### config.mk
export PLATFORM = sky130hd
export DESIGN_NAME = serial_api_frame_receiver_flat
export DESIGN_NICKNAME = d
export VERILOG_FILES = /design/src/sv/safr_pkg.sv /design/src/sv/safr_if.sv /design/src/sv/safr_ram.sv /design/src/sv/safr_dp.sv /design/src/sv/safr_ctrl.sv /design/src/sv/serial_api_frame_receiver.sv /design/src/flat_wrapper.sv
export SDC_FILE = /design/constraint.sdc
export NUM_CORES = 1
export LEC_CHECK = 0
export BUFFER_PORTS_ARGS = -buffer_cell sky130_fd_sc_hd__buf_4
export CAP_MARGIN = 20
export CORE_ASPECT_RATIO = 1.5
export CORE_MARGIN = 2
export CORE_UTILIZATION = 45
export CTS_BUF_LIST = sky130_fd_sc_hd__clkbuf_8
export CTS_CLUSTER_DIAMETER = 100
export CTS_CLUSTER_SIZE = 25
export DETAILED_ROUTE_END_ITERATION = 10
export SYNTH_ARGS = -nofsm -noshare
export SYNTH_HDL_FRONTEND = slang
export SYNTH_HIERARCHICAL = 1
export SYNTH_SLANG_ARGS = --single-unit
### constraint.sdc
create_clock -name clk -period 4.3 [get_ports clk]
set_clock_uncertainty 0.05 [all_clocks]
set_input_delay 0.43 -clock clk [delete_from_list [all_inputs] [get_ports clk]]
set_output_delay 0.43 -clock clk [all_outputs]
set_load 0.03 [all_outputs]
### src/sv/safr_pkg.sv
// Package: shared types, byte codes and the learn-off frame table of the receiver.
`timescale 1ns / 1ps
`default_nettype none

package safr_pkg;

  localparam int PAYLOAD_DEPTH_DEF = 32;

  localparam logic [7:0] SOF_BYTE = 8'h01;
  localparam logic [7:0] ACK_BYTE = 8'h06;
  localparam logic [7:0] NAK_BYTE = 8'h15;
  localparam logic [7:0] CAN_BYTE = 8'h18;

  localparam logic [7:0] FUNC_APP_CMD = 8'h04;
  localparam logic [7:0] FUNC_SEND_DATA = 8'h13;
  localparam logic [7:0] FUNC_MEMORY_ID = 8'h20;
  localparam logic [7:0] FUNC_NODE_INFO = 8'h49;
  localparam logic [7:0] FUNC_LEARN = 8'h50;

  localparam logic [7:0] FRAME_REQUEST = 8'h00;
  localparam logic [7:0] LEARN_FRAME_LEN = 8'h05;
  localparam logic [7:0] LEARN_OFF = 8'h00;
  localparam logic [7:0] LRC_SEED = 8'hff;
  localparam logic [7:0] LEARN_STOP = 8'h06;
  localparam logic [7:0] LEARN_BLOCKED = 8'h01;

  localparam logic [7:0] BACKOFF_MAX = 8'd128;
  localparam logic [7:0] BACKOFF_MIN = 8'd1;
  localparam logic [7:0] SEQ_RESET = 8'd42;

  localparam int APP_HDR_BYTES = 5;
  localparam int LEARN_FRAME_BYTES = 7;

  localparam logic [2:0] KIND_STATUS = 3'd0;
  localparam logic [2:0] KIND_ACK = 3'd1;
  localparam logic [2:0] KIND_APP = 3'd2;
  localparam logic [2:0] KIND_NODE = 3'd3;
  localparam logic [2:0] KIND_LEARN = 3'd4;

  typedef struct packed {
    logic step;
    logic load_first;
    logic rd;
    logic load_burst;
  } cmd_t;

  typedef struct packed {
    logic more;
  } stat_t;

  function automatic logic [7:0] learn_byte(input logic [2:0] i, input logic [7:0] s);
    logic [7:0] b;
    case (i)
      3'd0: b = SOF_BYTE;
      3'd1: b = LEARN_FRAME_LEN;
      3'd2: b = FRAME_REQUEST;
      3'd3: b = FUNC_LEARN;
      3'd4: b = LEARN_OFF;
      3'd5: b = s;
      default: b = LRC_SEED ^ LEARN_FRAME_LEN ^ FRAME_REQUEST ^ FUNC_LEARN ^ LEARN_OFF ^ s;
    endcase
    return b;
  endfunction

endpackage

`default_nettype wire

### src/sv/safr_if.sv
// Interfaces: input item channel and result item channel.
`timescale 1ns / 1ps
`default_nettype none

interface safr_in_if;
  logic       valid;
  logic       ready;
  logic [1:0] req_type;
  logic [7:0] rx_byte;
  logic       process_messages;

  modport source(output valid, req_type, rx_byte, process_messages, input ready);
  modport sink(input valid, req_type, rx_byte, process_messages, output ready);
endinterface

interface safr_out_if;
  logic       valid;
  logic       ready;
  logic [2:0] kind;
  logic [7:0] byte_value;
  logic       last;
  logic [6:0] src_node;
  logic [7:0] nvc_command;
  logic       ack_got;
  logic [7:0] backoff_ms;
  logic [7:0] send_status;
  logic       send_status_valid;
  logic [7:0] own_address;
  logic       own_address_valid;
  logic       learn_block;

  modport source(output valid, kind, byte_value, last, src_node, nvc_command, ack_got,
                 backoff_ms, send_status, send_status_valid, own_address,
                 own_address_valid, learn_block, input ready);
  modport sink(input valid, kind, byte_value, last, src_node, nvc_command, ack_got,
               backoff_ms, send_status, send_status_valid, own_address,
               own_address_valid, learn_block, output ready);
endinterface

`default_nettype wire

### src/sv/safr_ram.sv
// Generic single-write, single-read RAM with registered read data.
`timescale 1ns / 1ps
`default_nettype none

module safr_ram #(
  parameter int WIDTH = 8,
  parameter int DEPTH = 32
) (
  input  wire logic                     clk,
  input  wire logic                     we,
  input  wire logic [$clog2(DEPTH)-1:0] waddr,
  input  wire logic [WIDTH-1:0]         wdata,
  input  wire logic [$clog2(DEPTH)-1:0] raddr,
  output logic      [WIDTH-1:0]         rdata
);

  logic [WIDTH-1:0] mem [DEPTH];

  always_ff @(posedge clk) begin
    if (we) begin
      mem[waddr] <= wdata;
    end
    rdata <= mem[raddr];
  end

endmodule

`default_nettype wire

### src/sv/safr_dp.sv
// Datapath: frame parser registers, link status, payload store and result register.
`timescale 1ns / 1ps
`default_nettype none

module safr_dp
  import safr_pkg::*;
#(
  parameter int PAYLOAD_DEPTH = PAYLOAD_DEPTH_DEF
) (
  input  wire logic       clk,
  input  wire logic       rst,
  input  wire cmd_t       cmd,
  output stat_t           st,
  input  wire logic [1:0] req_type,
  input  wire logic [7:0] rx_byte,
  input  wire logic       process_messages,
  input  wire logic       app_en,
  input  wire logic       node_en,
  output logic      [2:0] kind,
  output logic      [7:0] byte_value,
  output logic            last,
  output logic      [6:0] src_node,
  output logic      [7:0] nvc_command,
  output logic            ack_got,
  output logic      [7:0] backoff_ms,
  output logic      [7:0] send_status,
  output logic            send_status_valid,
  output logic      [7:0] own_address,
  output logic            own_address_valid,
  output logic            learn_block
);

  localparam int CNT_W = $clog2(PAYLOAD_DEPTH + 1);
  localparam int ADDR_W = $clog2(PAYLOAD_DEPTH);
  localparam logic [CNT_W-1:0] DEPTH_C = CNT_W'(PAYLOAD_DEPTH);

  localparam logic [2:0] ST_ACK = 3'd0;
  localparam logic [2:0] ST_SOF = 3'd1;
  localparam logic [2:0] ST_LEN = 3'd2;
  localparam logic [2:0] ST_TYPE = 3'd3;
  localparam logic [2:0] ST_CMD = 3'd4;
  localparam logic [2:0] ST_DATA = 3'd5;
  localparam logic [2:0] ST_LRC = 3'd6;

  localparam logic [1:0] REQ_BYTE = 2'd0;
  localparam logic [1:0] REQ_SENT = 2'd1;
  localparam logic [1:0] REQ_TIMEOUT = 2'd2;

  localparam logic [1:0] BK_APP = 2'd0;
  localparam logic [1:0] BK_NODE = 2'd1;
  localparam logic [1:0] BK_LEARN = 2'd2;

  logic [2:0]       pstate, pstate_next;
  logic [7:0]       rem, rem_next;
  logic [7:0]       ftype, ftype_next;
  logic [7:0]       fcmd, fcmd_next;
  logic [CNT_W-1:0] count, count_next;
  logic             ack_flag, ack_flag_next;
  logic [7:0]       backoff, backoff_next;
  logic [7:0]       seq, seq_next;
  logic [7:0]       seq_saved, seq_saved_next;
  logic             blocked, blocked_next;
  logic [7:0]       ss, ss_next;
  logic             ss_v, ss_v_next;
  logic [7:0]       oa, oa_next;
  logic             oa_v, oa_v_next;
  logic [7:0]       pl1, pl1_next;
  logic [7:0]       pl4, pl4_next;
  logic             first_ack, first_ack_next;
  logic             burst_act, burst_act_next;
  logic [1:0]       burst_kind, burst_kind_next;
  logic [CNT_W-1:0] idx, idx_next;
  logic [CNT_W-1:0] idx_end, idx_end_next;

  logic             ram_we;
  logic [7:0]       ram_rdata;
  logic [7:0]       rem_dec;
  logic [CNT_W-1:0] idx_inc;

  assign rem_dec = rem - 8'd1;
  assign idx_inc = idx + CNT_W'(1);
  assign ram_we = cmd.step && (req_type == REQ_BYTE) && (pstate == ST_DATA) &&
                  (count < DEPTH_C);
  assign st.more = burst_act && (idx != idx_end);

  safr_ram #(
    .WIDTH(8),
    .DEPTH(PAYLOAD_DEPTH)
  ) u_ram (
    .clk  (clk),
    .we   (ram_we),
    .waddr(count[ADDR_W-1:0]),
    .wdata(rx_byte),
    .raddr(idx[ADDR_W-1:0]),
    .rdata(ram_rdata)
  );

  always_comb begin
    pstate_next = pstate;
    rem_next = rem;
    ftype_next = ftype;
    fcmd_next = fcmd;
    count_next = count;
    ack_flag_next = ack_flag;
    backoff_next = backoff;
    seq_next = seq;
    seq_saved_next = seq_saved;
    blocked_next = blocked;
    ss_next = ss;
    ss_v_next = ss_v;
    oa_next = oa;
    oa_v_next = oa_v;
    pl1_next = pl1;
    pl4_next = pl4;
    first_ack_next = first_ack;
    burst_act_next = burst_act;
    burst_kind_next = burst_kind;
    idx_next = idx;
    idx_end_next = idx_end;
    if (cmd.step) begin
      first_ack_next = 1'b0;
      burst_act_next = 1'b0;
      case (req_type)
        REQ_BYTE: begin
          unique case (pstate)
            ST_ACK: begin
              if (rx_byte == ACK_BYTE) begin
                pstate_next = ST_SOF;
                backoff_next = BACKOFF_MIN;
                ack_flag_next = 1'b1;
              end else if (rx_byte == NAK_BYTE || rx_byte == CAN_BYTE) begin
                if (backoff != BACKOFF_MAX) begin
                  backoff_next = {backoff[6:0], 1'b0};
                end
                pstate_next = ST_SOF;
                ack_flag_next = 1'b0;
              end else if (rx_byte == SOF_BYTE) begin
                pstate_next = ST_LEN;
                rem_next = 8'd0;
              end
            end
            ST_LEN: begin
              rem_next = rx_byte - 8'd3;
              pstate_next = ST_TYPE;
            end
            ST_TYPE: begin
              ftype_next = rx_byte;
              pstate_next = ST_CMD;
            end
            ST_CMD: begin
              fcmd_next = rx_byte;
              count_next = '0;
              pstate_next = (rem == 8'd0) ? ST_LRC : ST_DATA;
            end
            ST_DATA: begin
              if (count < DEPTH_C) begin
                count_next = count + CNT_W'(1);
                if (count == CNT_W'(1)) pl1_next = rx_byte;
                if (count == CNT_W'(4)) pl4_next = rx_byte;
              end
              rem_next = rem_dec;
              if (rem_dec == 8'd0) pstate_next = ST_LRC;
            end
            ST_LRC: begin
              pstate_next = ST_SOF;
              first_ack_next = 1'b1;
              if (ftype == FRAME_REQUEST && fcmd == FUNC_SEND_DATA) begin
                ss_next = pl1;
                ss_v_next = 1'b1;
              end
              if (ftype == FRAME_REQUEST && fcmd == FUNC_APP_CMD && app_en && !pl1[7] &&
                  process_messages && count >= CNT_W'(APP_HDR_BYTES)) begin
                burst_act_next = 1'b1;
                burst_kind_next = BK_APP;
                idx_next = CNT_W'(APP_HDR_BYTES);
                idx_end_next = count;
              end
              if (fcmd == FUNC_MEMORY_ID) begin
                oa_next = pl4;
                oa_v_next = 1'b1;
              end
              if (fcmd == FUNC_NODE_INFO && node_en) begin
                burst_act_next = 1'b1;
                burst_kind_next = BK_NODE;
                idx_next = '0;
                idx_end_next = count;
              end
              if (fcmd == FUNC_LEARN) begin
                if (pl1 == LEARN_BLOCKED) begin
                  blocked_next = 1'b1;
                end else if (pl1 == LEARN_STOP) begin
                  burst_act_next = 1'b1;
                  burst_kind_next = BK_LEARN;
                  idx_next = '0;
                  idx_end_next = CNT_W'(LEARN_FRAME_BYTES);
                  seq_saved_next = seq;
                  seq_next = seq + 8'd1;
                  blocked_next = 1'b0;
                end
              end
            end
            default: begin
              if (rx_byte == SOF_BYTE) begin
                pstate_next = ST_LEN;
                rem_next = 8'd0;
              end else if (rx_byte == ACK_BYTE) begin
                ack_flag_next = 1'b1;
              end
            end
          endcase
        end
        REQ_SENT: begin
          pstate_next = ST_ACK;
          ack_flag_next = 1'b0;
        end
        REQ_TIMEOUT: begin
          if (pstate == ST_ACK) pstate_next = ST_SOF;
        end
        default: begin
        end
      endcase
    end
    if (cmd.load_burst) begin
      idx_next = idx_inc;
    end
  end

  always_ff @(posedge clk) begin
    if (rst) begin
      pstate <= ST_SOF;
      rem <= '0;
      ftype <= '0;
      fcmd <= '0;
      count <= '0;
      ack_flag <= 1'b0;
      backoff <= BACKOFF_MIN;
      seq <= SEQ_RESET;
      blocked <= 1'b0;
      ss <= '0;
      ss_v <= 1'b0;
      oa <= '0;
      oa_v <= 1'b0;
      first_ack <= 1'b0;
      burst_act <= 1'b0;
      burst_kind <= BK_APP;
      idx <= '0;
      idx_end <= '0;
    end else begin
      pstate <= pstate_next;
      rem <= rem_next;
      ftype <= ftype_next;
      fcmd <= fcmd_next;
      count <= count_next;
      ack_flag <= ack_flag_next;
      backoff <= backoff_next;
      seq <= seq_next;
      blocked <= blocked_next;
      ss <= ss_next;
      ss_v <= ss_v_next;
      oa <= oa_next;
      oa_v <= oa_v_next;
      first_ack <= first_ack_next;
      burst_act <= burst_act_next;
      burst_kind <= burst_kind_next;
      idx <= idx_next;
      idx_end <= idx_end_next;
    end
  end

  // payload shadows of bytes 1 and 4, the saved sequence number, and the result register
  always_ff @(posedge clk) begin
    pl1 <= pl1_next;
    pl4 <= pl4_next;
    seq_saved <= seq_saved_next;
    if (cmd.load_first) begin
      kind <= first_ack ? KIND_ACK : KIND_STATUS;
      byte_value <= first_ack ? ACK_BYTE : 8'h00;
      last <= !st.more;
      src_node <= '0;
      nvc_command <= '0;
    end else if (cmd.load_burst) begin
      last <= (idx_inc == idx_end);
      case (burst_kind)
        BK_APP: begin
          kind <= KIND_APP;
          byte_value <= ram_rdata;
          src_node <= pl1[6:0];
          nvc_command <= pl4;
        end
        BK_NODE: begin
          kind <= KIND_NODE;
          byte_value <= ram_rdata;
          src_node <= '0;
          nvc_command <= '0;
        end
        default: begin
          kind <= KIND_LEARN;
          byte_value <= learn_byte(idx[2:0], seq_saved);
          src_node <= '0;
          nvc_command <= '0;
        end
      endcase
    end
  end

  assign ack_got = ack_flag;
  assign backoff_ms = backoff;
  assign send_status = ss;
  assign send_status_valid = ss_v;
  assign own_address = oa;
  assign own_address_valid = oa_v;
  assign learn_block = blocked;

endmodule

`default_nettype wire

### src/sv/safr_ctrl.sv
// Controller: sequences item acceptance, payload reads and result hand-off.
`timescale 1ns / 1ps
`default_nettype none

module safr_ctrl
  import safr_pkg::*;
(
  input  wire logic  clk,
  input  wire logic  rst,
  input  wire logic  in_valid,
  output logic       in_ready,
  output logic       out_valid,
  input  wire logic  out_ready,
  input  wire stat_t st,
  output cmd_t       cmd
);

  localparam logic [2:0] S_IDLE = 3'd0;
  localparam logic [2:0] S_FIRST = 3'd1;
  localparam logic [2:0] S_HOLD = 3'd2;
  localparam logic [2:0] S_RD = 3'd3;
  localparam logic [2:0] S_LOAD = 3'd4;

  logic [2:0] state, state_next;

  assign in_ready = (state == S_IDLE);
  assign out_valid = (state == S_HOLD);

  always_comb begin
    state_next = state;
    cmd = '0;
    unique case (state)
      S_IDLE: begin
        if (in_valid) begin
          cmd.step = 1'b1;
          state_next = S_FIRST;
        end
      end
      S_FIRST: begin
        cmd.load_first = 1'b1;
        state_next = S_HOLD;
      end
      S_HOLD: begin
        if (out_ready) state_next = st.more ? S_RD : S_IDLE;
      end
      S_RD: begin
        cmd.rd = 1'b1;
        state_next = S_LOAD;
      end
      S_LOAD: begin
        cmd.load_burst = 1'b1;
        state_next = S_HOLD;
      end
      default: state_next = S_IDLE;
    endcase
  end

  always_ff @(posedge clk) begin
    if (rst) begin
      state <= S_IDLE;
    end else begin
      state <= state_next;
    end
  end

  a_hold_until_taken: assert property (@(posedge clk) disable iff (rst)
    (out_valid && !out_ready) |=> out_valid)
    else $error("pending result dropped");

  a_done_to_idle: assert property (@(posedge clk) disable iff (rst)
    (out_valid && out_ready && !st.more) |=> in_ready)
    else $error("item not closed after final result");

  a_load_after_read: assert property (@(posedge clk) disable iff (rst)
    cmd.load_burst |-> $past(cmd.rd))
    else $error("burst result loaded without payload read");

  a_no_accept_busy: assert property (@(posedge clk) disable iff (rst)
    cmd.step |=> (!in_ready && !out_valid))
    else $error("accept overlapped with result");

endmodule

`default_nettype wire

### src/sv/serial_api_frame_receiver.sv
// Top level: serial API frame receiver with APB configuration registers.
// Flow: the first result item is offered once the controller has passed from S_IDLE
// through S_FIRST, where the result register is loaded, into S_HOLD; no new input item is
// accepted until the last result of an item is taken (up to 33 results per item); each
// extra result costs one payload RAM read and one load of the single result register.
// Reset: synchronous, active high; clears parser and link status, sets backoff to 1
// and sequence number to 42; the payload RAM is not cleared.
`timescale 1ns / 1ps
`default_nettype none

module serial_api_frame_receiver
  import safr_pkg::*;
#(
  parameter int PAYLOAD_DEPTH = PAYLOAD_DEPTH_DEF
) (
  input  wire logic        clk,
  input  wire logic        rst,
  safr_in_if.sink          in_ch,
  safr_out_if.source       out_ch,
  input  wire logic        psel,
  input  wire logic        penable,
  input  wire logic        pwrite,
  input  wire logic [2:0]  paddr,
  input  wire logic [31:0] pwdata,
  output logic      [31:0] prdata,
  output logic             pready
);

  cmd_t  cmd;
  stat_t st;
  logic  app_en;
  logic  node_en;

  assign pready = 1'b1;

  // register 0 at byte 0, register 1 at byte 4
  always_ff @(posedge clk) begin
    if (rst) begin
      app_en <= 1'b0;
      node_en <= 1'b0;
    end else if (psel && penable && pwrite && pready) begin
      if (paddr[2]) begin
        node_en <= pwdata[0];
      end else begin
        app_en <= pwdata[0];
      end
    end
  end

  assign prdata = {31'd0, paddr[2] ? node_en : app_en};

  safr_ctrl u_ctrl (
    .clk      (clk),
    .rst      (rst),
    .in_valid (in_ch.valid),
    .in_ready (in_ch.ready),
    .out_valid(out_ch.valid),
    .out_ready(out_ch.ready),
    .st       (st),
    .cmd      (cmd)
  );

  safr_dp #(
    .PAYLOAD_DEPTH(PAYLOAD_DEPTH)
  ) u_dp (
    .clk              (clk),
    .rst              (rst),
    .cmd              (cmd),
    .st               (st),
    .req_type         (in_ch.req_type),
    .rx_byte          (in_ch.rx_byte),
    .process_messages (in_ch.process_messages),
    .app_en           (app_en),
    .node_en          (node_en),
    .kind             (out_ch.kind),
    .byte_value       (out_ch.byte_value),
    .last             (out_ch.last),
    .src_node         (out_ch.src_node),
    .nvc_command      (out_ch.nvc_command),
    .ack_got          (out_ch.ack_got),
    .backoff_ms       (out_ch.backoff_ms),
    .send_status      (out_ch.send_status),
    .send_status_valid(out_ch.send_status_valid),
    .own_address      (out_ch.own_address),
    .own_address_valid(out_ch.own_address_valid),
    .learn_block      (out_ch.learn_block)
  );

endmodule

`default_nettype wire
### src/flat_wrapper.sv
// flat-port wrapper written by rule: the top's interface ports become plain ports
module serial_api_frame_receiver_flat import safr_pkg::*;
#(
  parameter int PAYLOAD_DEPTH = PAYLOAD_DEPTH_DEF
)
  (clk, rst, psel, penable, pwrite, paddr, pwdata, prdata, pready, in_ch_valid, in_ch_req_type, in_ch_rx_byte, in_ch_process_messages, in_ch_ready, out_ch_valid, out_ch_kind, out_ch_byte_value, out_ch_last, out_ch_src_node, out_ch_nvc_command, out_ch_ack_got, out_ch_backoff_ms, out_ch_send_status, out_ch_send_status_valid, out_ch_own_address, out_ch_own_address_valid, out_ch_learn_block, out_ch_ready);
  safr_in_if in_ch_i ();
  safr_out_if out_ch_i ();
  input  wire logic clk;
  input  wire logic rst;
  input  wire logic psel;
  input  wire logic penable;
  input  wire logic pwrite;
  input  wire logic [2:0] paddr;
  input  wire logic [31:0] pwdata;
  output logic      [31:0] prdata;
  output logic pready;
  input wire logic [$bits(in_ch_i.valid)-1:0] in_ch_valid;
  input wire logic [$bits(in_ch_i.req_type)-1:0] in_ch_req_type;
  input wire logic [$bits(in_ch_i.rx_byte)-1:0] in_ch_rx_byte;
  input wire logic [$bits(in_ch_i.process_messages)-1:0] in_ch_process_messages;
  output wire logic [$bits(in_ch_i.ready)-1:0] in_ch_ready;
  output wire logic [$bits(out_ch_i.valid)-1:0] out_ch_valid;
  output wire logic [$bits(out_ch_i.kind)-1:0] out_ch_kind;
  output wire logic [$bits(out_ch_i.byte_value)-1:0] out_ch_byte_value;
  output wire logic [$bits(out_ch_i.last)-1:0] out_ch_last;
  output wire logic [$bits(out_ch_i.src_node)-1:0] out_ch_src_node;
  output wire logic [$bits(out_ch_i.nvc_command)-1:0] out_ch_nvc_command;
  output wire logic [$bits(out_ch_i.ack_got)-1:0] out_ch_ack_got;
  output wire logic [$bits(out_ch_i.backoff_ms)-1:0] out_ch_backoff_ms;
  output wire logic [$bits(out_ch_i.send_status)-1:0] out_ch_send_status;
  output wire logic [$bits(out_ch_i.send_status_valid)-1:0] out_ch_send_status_valid;
  output wire logic [$bits(out_ch_i.own_address)-1:0] out_ch_own_address;
  output wire logic [$bits(out_ch_i.own_address_valid)-1:0] out_ch_own_address_valid;
  output wire logic [$bits(out_ch_i.learn_block)-1:0] out_ch_learn_block;
  input wire logic [$bits(out_ch_i.ready)-1:0] out_ch_ready;
  assign in_ch_i.valid = in_ch_valid;
  assign in_ch_i.req_type = in_ch_req_type;
  assign in_ch_i.rx_byte = in_ch_rx_byte;
  assign in_ch_i.process_messages = in_ch_process_messages;
  assign in_ch_ready = in_ch_i.ready;
  assign out_ch_valid = out_ch_i.valid;
  assign out_ch_kind = out_ch_i.kind;
  assign out_ch_byte_value = out_ch_i.byte_value;
  assign out_ch_last = out_ch_i.last;
  assign out_ch_src_node = out_ch_i.src_node;
  assign out_ch_nvc_command = out_ch_i.nvc_command;
  assign out_ch_ack_got = out_ch_i.ack_got;
  assign out_ch_backoff_ms = out_ch_i.backoff_ms;
  assign out_ch_send_status = out_ch_i.send_status;
  assign out_ch_send_status_valid = out_ch_i.send_status_valid;
  assign out_ch_own_address = out_ch_i.own_address;
  assign out_ch_own_address_valid = out_ch_i.own_address_valid;
  assign out_ch_learn_block = out_ch_i.learn_block;
  assign out_ch_i.ready = out_ch_ready;
  serial_api_frame_receiver #(.PAYLOAD_DEPTH(PAYLOAD_DEPTH)) u_core (.clk(clk), .rst(rst), .in_ch(in_ch_i), .out_ch(out_ch_i), .psel(psel), .penable(penable), .pwrite(pwrite), .paddr(paddr), .pwdata(pwdata), .prdata(prdata), .pready(pready));
endmodule
==> results of run 1 <==
[cell families (layout without fill, tap and decap cells)]
family / after synthesis / in the layout / share of synthesized area [%]
other cells: 2 / 33 / 0.0449
buf+inv: 105 / 172 / 3.29
compound gates: 110 / 110 / 4.69
mux: 135 / 135 / 14.1
fa+ha+maj: 19 / 19 / 1.42
flops: 405 / 405 / 66.0
xor+xnor: 34 / 34 / 1.78
simple gates: 286 / 286 / 8.65
[Yosys cell counts (3+ instances only)]
cell	n	area share [%]
a22o_1	20	1.0
o22ai_1	7	0.26
mux2i_1	46	2.8
or3b_2	4	0.21
dfxtp_1	113	14
nor3_1	27	0.81
nor2b_1	9	0.34
a221o_1	3	0.18
mux2_2	9	0.61
a31oi_1	5	0.19
a21oi_1	20	0.60
edfxtp_1	292	52
nor4b_1	3	0.16
o21ai_0	21	0.63
nor2_1	119	2.7
nor4_1	15	0.56
o211ai_1	4	0.18
buf_4	38	1.7
buf_2	3	0.090
ha_1	19	1.4
a211oi_1	7	0.31
o32ai_1	3	0.16
nand2_1	32	0.72
xnor2_1	17	0.89
or3_1	3	0.11
mux4_2	80	11
xor2_1	17	0.89
buf_1	8	0.18
nand2b_1	13	0.49
nand3_1	10	0.30
clkbuf_1	31	0.70
inv_1	22	0.49
and3_1	6	0.22
nand4b_1	3	0.16
a22oi_1	3	0.13
nand3b_1	8	0.36
and2_1	9	0.34
nand4_1	12	0.45
[final timing paths]
kind         slack (ps)  depth (start not counted)                                      to                                from
min reg2reg         430                          0      u_core/u_dp/seq_saved[7]$_DFFE_PP_     u_core/u_dp/seq[7]$_SDFFE_PP0P_
max                1150                          5  u_core/u_dp/u_ram/mem[16][4]$_DFFE_PP_  u_core/u_dp/pstate[0]$_SDFFE_PP1P_
min                  60                          3              u_core/app_en$_SDFFE_PP0P_                           pwdata[0]
max reg2reg        1150                          5  u_core/u_dp/u_ram/mem[16][4]$_DFFE_PP_  u_core/u_dp/pstate[0]$_SDFFE_PP1P_
[where the power goes]
group	switching (mW)	internal, mW	total, mW
Sequential	0.0119	4.19	4.20
Combinational	0.180	0.0628	0.242
Clock	1.12	0.476	1.60
[through the flow]
step                      worst slack, ps  hold WS (ps)  instance area (um2)
final                                1150          56.6                18200
after global routing                  886          24.1                18200
after CTS                            1150          20.3                18200
after detailed placement             1010           392                17900
after global placement               1050           388                17900
after floorplan                      1290           379                16800
[metal layers]
layer | track usage, % | vias up | wire length [um]
met2 | 35.5 | 170 | 19500
li1 | - | 4283 | -
met5 | 0 | - | 0
met1 | 21.1 | 4633 | 13700
met3 | 2.17 | 39 | 1240
met4 | 6.68 | 0 | 1180
[worst max-delay path, delay by kind of cell, from the launching register on]
| family | cells | cell delay (ps) |
|---|---|---|
| AND/OR/NAND/NOR | 4 | 1900 |
| flip-flops | 1 | 610 |
| buffers and inverters | 1 | 210 |
[cell type report]
| cell class | count | area share (%) |
|---|---|---|
| inverter | 23 | 0.473 |
| antenna | 1 | 0.0137 |
| timing repair buffer | 113 | 4.79 |
| sequential | 405 | 60.5 |
| clock buffer | 21 | 1.58 |
| multi-input combinational | 616 | 28.9 |
| clock inverter | 15 | 0.398 |
| tap | 484 | 3.32 |
==> results.ini, run 1 <==
[cts]
cts_tree=yes
postCtsSetupBuffers=0
root_buffer=clkbuf_8
cts_made_buffers=20
clock-sinks=405
clk_path_buf_depth=3
path_clk_slew_ps=160
htreeDepth=1
clock_latency_ps=590
cts_resized=0
cts_hold_buf=0

[timing]
tightest_slew_ps=992
slew_headroom_pct=33.2
slew_viol_final=0
finalHoldViolations=0
setup_viol=0
fin_crit_ps=3150
tns_ps=0
rsz0062_at_grt=no
period_share_pct=73.3
max_freq_mhz=317

[place]
gp_congestion=0.781
dp_hpwl_mm=23.4
dp.cells=1641
portBuffers=77

[die]
dieHeight_um=240
core_um2=36700
dieWidth_um=161
ios=143
rows=86
initial_utilization_pct=45.6
die_area_um2=38700

[route]
ant_nets=0
drc=0
wl_per_cell_um=21.2
vias=9125
drtPass1Iterations=4
drt-vias-per-instance=5.44
drt-total-wl_mm=35.7
drt_iter0_drc=489

[final_layout]
fin_util_pct=49.7
nNetsFinal=1251
multi_input_area_um2=5270
seq_area_um2=11000
fill_cells=3157
largest_register_ffs=256
fin_cells=1678
top_register=u_core/u_dp/u_ram/mem
final_cell_mix=edfxtp_1, nor2_1, buf_4
syn2layout_area_growth_pct=9.12
drive_above_1_share_pct=20.5
final_common_cell=edfxtp_1

[critical_path]
crit_slowest_cell=nor2_1
cp-start-kind=flop
critPathMaxStageDelay_ps=650
cp.arrival_ps=3330
path_cells=nand3b_1 > nor3_1 > buf_4 > or3b_2 > nor2_1
required_ps=4480
path_class=reg2reg
cp_max_fo=13
endpoint_kind=flop

[synth]
synth_edf_count=292
seq_area_frac_synth_pct=66.0
async_reset_ff_share_pct=0
synth-seq-cells=405
syn_inst=1096
synth-main-ff-cell=edfxtp_1
mappedNetlistArea_um2=16700
syn_avg_cell_area_um2=15.3
yosys_warnings=6
synth_cell_type_count=68

[power_and_ir_drop]
powerDensity_nw_per_um2=331
power_leakage_nw=6.01
vdd_drop_max_v=0.000226
total_power_mw=6.04

[status]
status=completed

[global_routing]
grt_pass1_wl_mm=54.8
grt-ovfl-total=0
grt_max_degree=90
grt_pass1_vias=9389
grt.total_usage_pct=18.5
grt_antenna_before_repair=1

[min_path]
worstHoldPathType=in2reg

[job]
drv_cap=0

Power figures use the tool's default switching activity.
==> run 2, diff against run 1 <==
- PLACE_DENSITY: unset -> 0.65
- clock period: 4.3 -> 2.7 ns (I/O delays scaled with it)
==> results.ini, run 2 (synthesis results as in run 1) <==
[status]
status=completed

[final_layout]
multi_input_area_um2=5280  ; about the same
postLayoutCellArea_um2=18700  ; +2.7%
nNetsFinal=1307  ; +4.5%
seq_area_um2=11000  ; about the same
drive_above_1_share_pct=23.6  ; +3.2 points
final_cell_mix=edfxtp_1, buf_4, nor2_1
syn2layout_area_growth_pct=12.1
top_register=u_core/u_dp/u_ram/mem
largest_register_ffs=256  ; unchanged
final_common_cell=edfxtp_1
fill_cells=3045  ; -3.5%

[critical_path]
path_cells=inv_1 > ha_1 > or3b_1 > o31a_1 > or4_4 > a31oi_4 > nand2_1 > a221o_1
reg2reg_to=u_core/u_dp/pstate[0]$_SDFFE_PP1P_
cp-endpoint=u_core/u_dp/pstate[0]$_SDFFE_PP1P_
required_ps=3140  ; -1340 ps
path_class=reg2reg
critPathMaxStageDelay_ps=550  ; -100 ps
regToRegSetupSlack_ps=120  ; -1030 ps
cp_max_fo=5  ; -8
reg2regPathDepth=8  ; +3
crit_slowest_cell=or4_4
cp-start-kind=flop
cp-startpoint=u_core/u_dp/rem[0]$_SDFFE_PP0P_
endpoint_kind=flop
r2r-start=u_core/u_dp/rem[0]$_SDFFE_PP0P_
cp.arrival_ps=3030  ; -300 ps

[route]
drtPass1Iterations=5  ; +1
ant_nets=0  ; unchanged
drt-total-wl_mm=34.7  ; -2.7%
drt-vias-per-instance=5.43  ; about the same
wl_per_cell_um=20.0  ; -5.7%
wl_met1_mm=13.3  ; -2.8%
drc=0  ; unchanged
highest_layer=met5
drt_iter0_drc=586  ; +20%
vias=9415  ; +3.2%
wl_met2_mm=19.2  ; -1.6%
met3_wirelength_mm=1.16  ; -7.0%

[global_routing]
grt_pass1_vias=9578  ; +2.0%
grt.total_usage_pct=17.9  ; -0.62 points
grt_pass1_wl_mm=53.4  ; -2.5%
grt-ovfl-total=0  ; unchanged
grt_antenna_before_repair=2  ; +1
grt_max_degree=62  ; -31%

[power_and_ir_drop]
powerDensity_nw_per_um2=512  ; +55%
power_leakage_nw=6.31  ; +4.9%
vdd_drop_max_v=0.000329  ; +46%

[place]
place_area_um2=18300  ; +2.3%
portBuffers=77  ; unchanged
gp_congestion=0.830  ; +6.3%
dp_hpwl_mm=24.3  ; +3.9%

[cts]
cts_made_buffers=20  ; unchanged
cts_tree=yes
clk_path_buf_depth=3  ; unchanged
root_buffer=clkbuf_8
htreeDepth=1  ; unchanged
clock_latency_ps=590  ; about the same
path_clk_slew_ps=150  ; about the same
clock-sinks=405  ; unchanged

[die]
die_area_um2=38700  ; unchanged
core_um2=36700  ; unchanged
initial_utilization_pct=45.6  ; unchanged
dieWidth_um=161  ; unchanged
ios=143  ; unchanged
rows=86  ; unchanged
dieHeight_um=240  ; unchanged

[timing]
setup_viol=0  ; unchanged
slew_headroom_pct=42.2  ; +9.0 points
rsz0062_at_grt=no
slew_viol_final=0  ; unchanged
tightest_slew_ps=858  ; -134 ps
fin_crit_ps=2580  ; -571 ps
tns_ps=0  ; unchanged
max_freq_mhz=387  ; +22%
period_share_pct=95.7  ; +22 points
finalHoldViolations=0  ; unchanged

[min_path]
worstHoldPathType=in2reg

[job]
drv_cap=0  ; unchanged

run 2: worst min-delay path by stage:
| stage | startpoint | end | cells past startpoint | slack [ps] |
|---|---|---|---|---|
| 2_1_floorplan | rst | u_core/u_ctrl/state[2]$_SDFFE_PP0P_ | 1 | 290 |
| 3_3_place_gp | u_core/u_dp/seq[7]$_SDFFE_PP0P_ | u_core/u_dp/seq_saved[7]$_DFFE_PP_ | 0 | 390 |
| 3_5_place_dp | u_core/u_dp/seq[7]$_SDFFE_PP0P_ | u_core/u_dp/seq_saved[7]$_DFFE_PP_ | 0 | 390 |
| 4_1_cts | in_ch_valid | u_core/u_ctrl/state[0]$_SDFFE_PP0P_ | 4 | 60 |
| 5_1_grt | in_ch_valid | u_core/u_ctrl/state[0]$_SDFFE_PP0P_ | 4 | 100 |
| 6_report | in_ch_valid | u_core/u_ctrl/state[0]$_SDFFE_PP0P_ | 4 | 100 |
run 2: routing by layer:
layer	global-route usage [%]	vias to the layer above
li1	-	4401
met1	20.2	4755
met2	34.9	207
met3	1.73	50
met4	5.98	2
met5	0	-
run 2: critical path: cells and delay by family (launching register included):
| family | cells | cell delay, ps |
|---|---|---|
| simple gates | 3 | 1000 |
| flops | 1 | 380 |
| compound gates | 3 | 820 |
| fa+ha+maj | 1 | 160 |
| buf+inv | 1 | 90 |
run 2: timing repair:
action	CTS	global route
gates resized for setup	0	3
endpoints found under the setup margin	0	5
setup buffers	0	6
hold endpoints to repair	4	0
hold buffers	5	0
run 2: final cells by class:
cell class / instances / share of cell area, %
inverter: 23 / 0.487
multi-input combinational: 616 / 28.2
antenna: 1 / 0.0134
clock inverter: 14 / 0.367
sequential: 405 / 58.9
clock buffer: 21 / 1.54
tap: 484 / 3.23
timing repair buffer: 169 / 7.30
run 2: metrics by stage:
step                      hold WS [ps]  util, %  setup slack (ps)  instances  power [mW]
final                             95.7     51.1               117       1733        9.60
after global routing               103     51.1              38.0       1733        9.94
after CTS                         61.4     50.9              96.4       1726        9.73
after detailed placement           390     49.8               127       1686        7.23
after global placement             393     49.8               186       1686        7.22
after floorplan                    292        -             -26.8       1126        7.07
run 2: where the power goes:
group	total [mW]	switching, mW	internal (mW)
registers	6.68	0.0120	6.67
clock network	2.51	1.75	0.756
logic	0.413	0.293	0.120
